File: src/sv/lobm_ram.sv
module lobm_ram #(
  parameter int W = 8,
  parameter int D = 16
) (
  input  logic                          clk,
  input  logic                          we,
  input  logic [(D>1?$clog2(D):1)-1:0]  waddr,
  input  logic [W-1:0]                  wdata,
  input  logic [(D>1?$clog2(D):1)-1:0]  raddr,
  output logic [W-1:0]                  rdata
);

  logic [W-1:0] mem [D];
  logic [W-1:0] rd_r;

  always_ff @(posedge clk) begin
    if (we) begin
      mem[waddr] <= wdata;
    end
    rd_r <= mem[raddr];
  end

  assign rdata = rd_r;

endmodule

File: config.mk
export PLATFORM = sky130hd
export DESIGN_NAME = lobm_ram
export DESIGN_NICKNAME = d
export VERILOG_FILES = /design/src/sv/lobm_ram.sv
export SDC_FILE = /design/constraint.sdc
export NUM_CORES = 1
export LEC_CHECK = 0
export ABC_AREA = 1
export BUFFER_PORTS_ARGS = -buffer_cell sky130_fd_sc_hd__buf_2
export CORE_MARGIN = 10
export CORE_UTILIZATION = 56
export DETAILED_ROUTE_END_ITERATION = 10
export GPL_ROUTABILITY_DRIVEN = 0
export PLACE_DENSITY = 0.79
export SETUP_SLACK_MARGIN = 0.15
export SLEW_MARGIN = 25
export SYNTH_ARGS = -nofsm -noshare
export SYNTH_HDL_FRONTEND = slang
export SYNTH_SLANG_ARGS = --single-unit
File: constraint.sdc
create_clock -name clk -period 1.4 [get_ports clk]
set_input_delay 0.14 -clock clk [delete_from_list [all_inputs] [get_ports clk]]
set_output_delay 0.14 -clock clk [all_outputs]
set_load 0.02 [all_outputs]
== Word level (Yosys, flattened, before mapping) ==
Memories as Yosys holds them, arrays and structs flattened. A register that Yosys moved wholly into a read port is not among the register bits.
Cells that the tools add are included.
Word-level totals
  flip-flop bits (word level): 0
  memory bits (writable): 128
  input port bits: 18
  memories: 1
  latch bits: 0
  bits in read-only memories: 0
Operators by class
  add/sub/neg operators: 0
  bitwise logic cells: 0
  muxes and demuxes: 2
  equal/unequal tests: 0
  order comparisons: 0
  div/mod/pow operators: 0
  multiply operators: 0
  shift-type cells: 0
  reductions and logical operators: 0
Memory list
  mem: words 16, width 8, read ports 1, clocked after Yosys merged registers in 1, wr ports 1, RTL line 13  | logic [W-1:0] mem [D];
Operators by type and width (number)
  $mux 1: 2

== Longest topological paths before layout ==
Gate-level depths: netlist of the first run.
  depth after elaboration: 2
  depth in mapped cells: 8

== Worst setup path before layout of the first run ==
OpenSTA, ideal clock, no wires.
  path type: input-to-reg
  start point: in waddr[2] in the netlist's numbering
  end point: mem mem[10][0], enable pin
  path slack: 0.309 ns
  path buffers: 0
  stages: 2
  data required time: 1.030 ns
  library setup time: 0.370 ns
  arrival: 0.721 ns
  path through: nand3b_1 -> nor2_1
RTL lines
  start, declared: RTL line 7  | input logic [(D>1?$clog2(D):1)-1:0] waddr,
  end, declared: RTL line 13
No word-level cell before the write port.

== Worst setup path after layout of the first run ==
  start point: reg rd_r[3] (netlist: rdata[3]) (read register of mem)
  end point: out rdata[3]
RTL lines
  start, declared: RTL line 14  | logic [W-1:0] rd_r;
  end, declared: RTL line 10  | output logic [W-1:0] rdata
No word-level cell between the ends.

==> results.py, run 1 <==
metrics = {
    "status": {
        "outcome": "finished, final reports clean",
    },
    "cts": {
        "post_cts_buffers": 0,
        "cts_resized": 0,
        "tritoncts": "done",
        "cts-buffers-inserted": 17,
        "root_buffer": "clkbuf_8",
        "ctsHoldBuffers": 1,
        "htreeDepth": 4,
        "cts_max_path_buffers": 2,
        "clk_pin_slew_ps": 60,
        "clock_latency_ps": 520,
        "clock_sinks": 136,
    },
    "power": {
        "internal_power_mw": 7.65,
        "p_sw_frac": 0.221,
        "p_leak_nw": 2.97,
        "ir_worst_vdd_uv": 949,
        "p_total_mw": 9.83,
        "p_seq_frac": 0.466,
        "power_frac_comb": 0.064,
        "power_switching_mw": 2.18,
        "power_density_nw_per_um2": 1450,
        "clkPwrFrac": 0.470,
    },
    "synth": {
        "yosysMostFrequentCell": "nand2_1",
        "synth_seq_cells": 136,
        "netlist_instances": 551,
        "synth-edff-count": 128,
        "syn_area_per_cell_sq_um": 10.5,
        "async_reset_ff_frac": 0,
        "yosysTopAreaCell": "edfxtp_1",
        "syn_area_sq_um": 5770,
        "synthFlopType": "edfxtp_1",
        "synthTopCellsByCount": "nand2_1 (173), edfxtp_1 (128), inv_1 (100)",
        "yosysUniqueCellTypes": 12,
        "synth_top_area_frac": 0.667,
        "synthTopCellsByArea": "edfxtp_1 (67%), nand2_1 (11%), nand3_1 (8.4%), inv_1 (6.5%), dfxtp_1 (2.8%)",
        "ys_seq_area_frac": 0.694,
        "synth_nets": 569,
        "yosysWarnings": 0,
    },
    "finish": {
        "drive_gt1_frac": 0.137,
        "areaGrowthSynthToFinish_pct": 17.5,
        "layout.nets": 616,
        "fin_util": 0.684,
        "n_antenna_cell": 0,
        "postLayoutCellArea_sq_um": 6780,
        "final-instance-count-excl-fill": 744,
    },
    "floorplan": {
        "start_util": 0.582,
        "pin_count": 26,
        "num_rows": 36,
        "core_area_sq_um": 9910,
        "die_h_um": 121,
        "die-area_sq_um": 14800,
        "die_w_um": 121,
    },
    "grt": {
        "grt_max_degree": 33,
        "antenna_found_initial": 0,
        "overflow": 0,
        "grt_pass1_wl_um": 21400,
        "grt_pass1_vias": 4001,
        "track_usage": 0.194,
    },
    "sta": {
        "tns_ps": 0,
        "finClkSkew_ps": 7.28,
        "max_slew_margin": 0.726,
        "hold_viol_final": 0,
        "fmax_ghz": 0.844,
        "worst_pin_slew_ps": 411,
        "min_period_ps": 1180,
        "rsz0062_at_grt": "false",
        "fin_crit_sh": 0.846,
        "setup_viol": 0,
        "slew_violations": 0,
    },
    "setup_path": {
        "critical_path_class": "reg2out",
        "required_ps": 1260,
        "path_delay_family": "flip-flops",
        "crit_slowest_cell": "dfxtp_1",
        "cp-start-kind": "flip-flop",
        "cpPeakStageDelay_ps": 340,
        "cp_max_fo": 1,
        "critPathBufInv": 1,
        "crit_chain": "buf_2",
        "crit_arrival_ps": 1040,
        "endpoint_kind": "output port",
    },
    "placement": {
        "dpl_cell_area_sq_um": 6150,
        "dp_cells": 711,
        "portBuffers": 25,
        "place_hpwl_um": 8140,
    },
    "flow_run": {
        "max_cap_viol_count": 0,
    },
    "detailed_routing": {
        "wl_met1_um": 5310,
        "postRouteAntennaNets": 0,
        "dr.pass1.iters": 6,
        "via_count": 3988,
        "drtIter0Drc": 502,
        "route.met3.wl_um": 1060,
        "post_drt_wl_per_cell_um": 18.5,
        "wirelength_um": 13700,
        "dr.max_layer_used": "met4",
        "drc": 0,
        "wl_met2_um": 7030,
        "vias_per_cell": 5.36,
    },
    "worst_hold_path": {
        "hp-class": "in2reg",
    },
}
layer usage:
| layer | GRT usage | vias to the layer above |
|---|---|---|
| li1 | - | 1865 |
| met2 | 0.321 | 205 |
| met3 | 0.0503 | 30 |
| met1 | 0.236 | 1888 |
| met5 | 0 | - |
| met4 | 0.0775 | 0 |
flip-flops by register name, indices dropped and copies added (netlist names):
name	count
mem	128
rdata	8
power by group through the flow:
stage | Combinational (mW) | Sequential, mW | Clock, mW
final | 0.627 | 4.58 | 4.62
after global routing | 0.686 | 4.59 | 4.84
after CTS | 0.623 | 4.58 | 4.66
after detailed placement | 0.607 | 4.66 | 0
after global placement | 0.587 | 4.66 | 0
after floorplan | 0.321 | 4.69 | 0
path summary, 6_finish.rpt:
path / depth (start not counted) / startpoint / slack (ps) / to
hold reg to reg: 6 / mem[12][2] / 660 / rdata[2]
hold / removal: 1 / wdata[5] / 40 / mem[5][5]
setup reg to reg: 6 / mem[1][1] / 320 / rdata[1]
setup / recovery: 1 / rdata[3] / 220 / rdata[3]
cell families after synthesis:
group / after synthesis / synth area share
buffers and inverters: 126 / 0.0952
flip-flops: 136 / 0.694
AND/OR/NAND/NOR: 289 / 0.210
area by class of cell:
cell class,count,area (sq um)
Clock buffer,18,418
Clock inverter,14,198
Fill cell,700,3130
Inverter,102,383
Multi-Input combinational cell,289,1210
Sequential cell,136,4000
Tap cell,133,166
Timing Repair Buffer,52,393
cells in the final DEF (no fill, tap or decap), types with 2 or more instances in the layout:
| cell type | instances |
|---|---|
| inv_1 | 100 |
| clkbuf_16 | 16 |
| bufinv_16 | 4 |
| inv_2 | 2 |
| inv_6 | 3 |
| clkinv_4 | 3 |
| nand3b_1 | 2 |
| edfxtp_1 | 128 |
| buf_12 | 5 |
| nand2_1 | 173 |
| dfxtp_1 | 8 |
| clkinvlp_4 | 2 |
| buf_4 | 21 |
| nand3_1 | 97 |
| clkinv_2 | 2 |
| nor2_1 | 17 |
| buf_2 | 25 |
per-stage QoR:
stage | hold WS (ps) | worst slack (ps)
after floorplan | 239 | 309
after global placement | 506 | 210
after CTS | 32.5 | 209
after global routing | 39.8 | 189
after detailed placement | 507 | 180
final | 38.7 | 216
Power figures use the tool's default switching activity.
==> inputs of run 2 (changes only) <==
- clock period: 1.4 -> 1.2 ns (I/O delays scaled with it)
==> results.py, run 2 (synthesized netlist as in run 1, its figures left out) <==
metrics = {
    "setup_path": {
        "critical_path_class": "reg2out",
        "crit_chain": "buf_6",
        "cp_max_fo": 1,
        "critPathBufInv": 1,
        "reg2reg_to": "rdata[3]",
        "crit_slowest_cell": "dfxtp_2",
        "cp-start-kind": "flip-flop",
        "rr_worst_depth": 6,
        "reg2reg_from": "mem[15][3]",
        "required_ps": 1080,
        "timing.reg2reg.setup_slack_ps": 160,
        "path_delay_family": "flip-flops",
        "cpPeakStageDelay_ps": 330,
        "startpoint": "rdata[0]",
        "crit_arrival_ps": 960,
        "endpoint_kind": "output port",
        "worst-path-stages": 1,
    },
    "finish": {
        "areaGrowthSynthToFinish_pct": 19.8,
        "drive_gt1_frac": 0.170,
        "layout.nets": 616,
        "largest_reg_flops": 128,
        "layout.cells.most_common_list": "nand2_1 (171), edfxtp_1 (128), inv_1 (99)",
        "mostFrequentLayoutCell": "nand2_1",
        "largest_register": "mem",
        "n_fill_cell": 665,
        "fin_util": 0.697,
        "postLayoutCellArea_sq_um": 6910,
        "n_antenna_cell": 0,
    },
    "power": {
        "p_leak_nw": 3.01,
        "p_sw_frac": 0.219,
        "p_seq_frac": 0.467,
        "clkPwrFrac": 0.463,
        "power_switching_mw": 2.51,
        "p_total_mw": 11.5,
        "power_density_nw_per_um2": 1660,
        "power_frac_comb": 0.070,
        "ir_worst_vdd_uv": 1380,
        "internal_power_mw": 8.96,
    },
    "detailed_routing": {
        "drtIter0Drc": 622,
        "postRouteAntennaNets": 0,
        "dr.max_layer_used": "met4",
        "wirelength_um": 14000,
        "via_count": 4073,
        "wl_met1_um": 5230,
        "wl_met2_um": 7300,
        "drc": 0,
        "dr.pass1.iters": 7,
        "route.met3.wl_um": 1120,
        "post_drt_wl_per_cell_um": 18.8,
        "vias_per_cell": 5.47,
    },
    "floorplan": {
        "die-area_sq_um": 14800,
        "start_util": 0.582,
        "num_rows": 36,
        "core_area_sq_um": 9910,
        "die_w_um": 121,
        "pin_count": 26,
        "die_h_um": 121,
    },
    "flow_run": {
        "max_cap_viol_count": 0,
    },
    "cts": {
        "cts-buffers-inserted": 17,
        "cts_max_path_buffers": 2,
        "root_buffer": "clkbuf_8",
        "clk_pin_slew_ps": 60,
        "htreeDepth": 4,
        "tritoncts": "done",
        "clock_latency_ps": 520,
        "post_cts_buffers": 0,
        "clock_sinks": 136,
    },
    "sta": {
        "worst_pin_slew_ps": 426,
        "max_slew_margin": 0.716,
        "min_period_ps": 1080,
        "fin_ws_ps": 117,
        "finClkSkew_ps": 7.42,
        "hold_viol_final": 0,
        "fmax_ghz": 0.924,
        "fin_crit_sh": 0.902,
        "setup_viol": 0,
        "tns_ps": 0,
        "rsz0062_at_grt": "true",
        "slew_violations": 0,
    },
    "placement": {
        "place_hpwl_um": 8220,
        "place_ws_ps": -61.7,
        "dpl_cell_area_sq_um": 6160,
        "portBuffers": 25,
    },
    "grt": {
        "antenna_found_initial": 0,
        "track_usage": 0.194,
        "overflow": 0,
        "grt_max_degree": 35,
        "grt_pass1_wl_um": 21500,
        "grt_pass1_vias": 4067,
    },
    "worst_hold_path": {
        "hold_depth": 1,
        "hp-class": "in2reg",
        "hold_end": "mem[4][5]",
        "hold_start": "wdata[5]",
    },
    "status": {
        "outcome": "finished, final reports clean",
    },
}
-- run 2: changes by cell type in the layout (fill, tap and decap cells not counted), sizes merged --
cell,previous run,this run
inv,105,103
clkinvlp,2,1
clkbuf,18,20
clkinv,5,6
-- run 2: final cells by class --
| cell class | instances | area [sq um] | area share |
|---|---|---|---|
| inverter | 102 | 383 | 0.0554 |
| multi-input combinational | 289 | 1290 | 0.187 |
| timing repair buffer | 52 | 455 | 0.0659 |
| clock buffer | 20 | 425 | 0.0616 |
| clock inverter | 12 | 175 | 0.0253 |
| tap | 133 | 166 | 0.0241 |
| sequential | 136 | 4010 | 0.581 |
-- run 2: stage by stage --
stage	instances	hold WS, ps
3_3_place_gp	711	421
4_1_cts	744	5.23
6_report	744	21.4
2_1_floorplan	551	219
5_1_grt	744	5.89
3_5_place_dp	711	479
-- run 2: worst max path at each step --
stage,to,slack (ps)
2_1_floorplan,mem[10][0],130
3_3_place_gp,rdata[2],30
3_5_place_dp,rdata[7],-60
4_1_cts,rdata[0],80
5_1_grt,rdata[5],80
6_report,rdata[0],120
-- run 2: metal layers --
layer | up-vias | GRT usage
met2 | 216 | 0.332
met1 | 1962 | 0.221
met5 | - | 0
li1 | 1866 | -
met4 | 0 | 0.0924
met3 | 29 | 0.0521
-- run 2: what timing repair did --
item,in CTS,in global routing
resized for setup,26,15
hold endpoints to repair,1,0
pin swaps,0,4
hold buffers,1,0
setup endpoints to repair,10,16
gates cloned,0,0
-- run 2: power groups by stage --
| stage | clock network, mW | registers [mW] | logic (mW) |
|---|---|---|---|
| after floorplan | 0 | 5.47 | 0.375 |
| after global placement | 0 | 5.43 | 0.689 |
| after detailed placement | 0 | 5.44 | 0.719 |
| after CTS | 5.35 | 5.36 | 0.775 |
| after global routing | 5.59 | 5.36 | 0.867 |
| final | 5.31 | 5.35 | 0.806 |
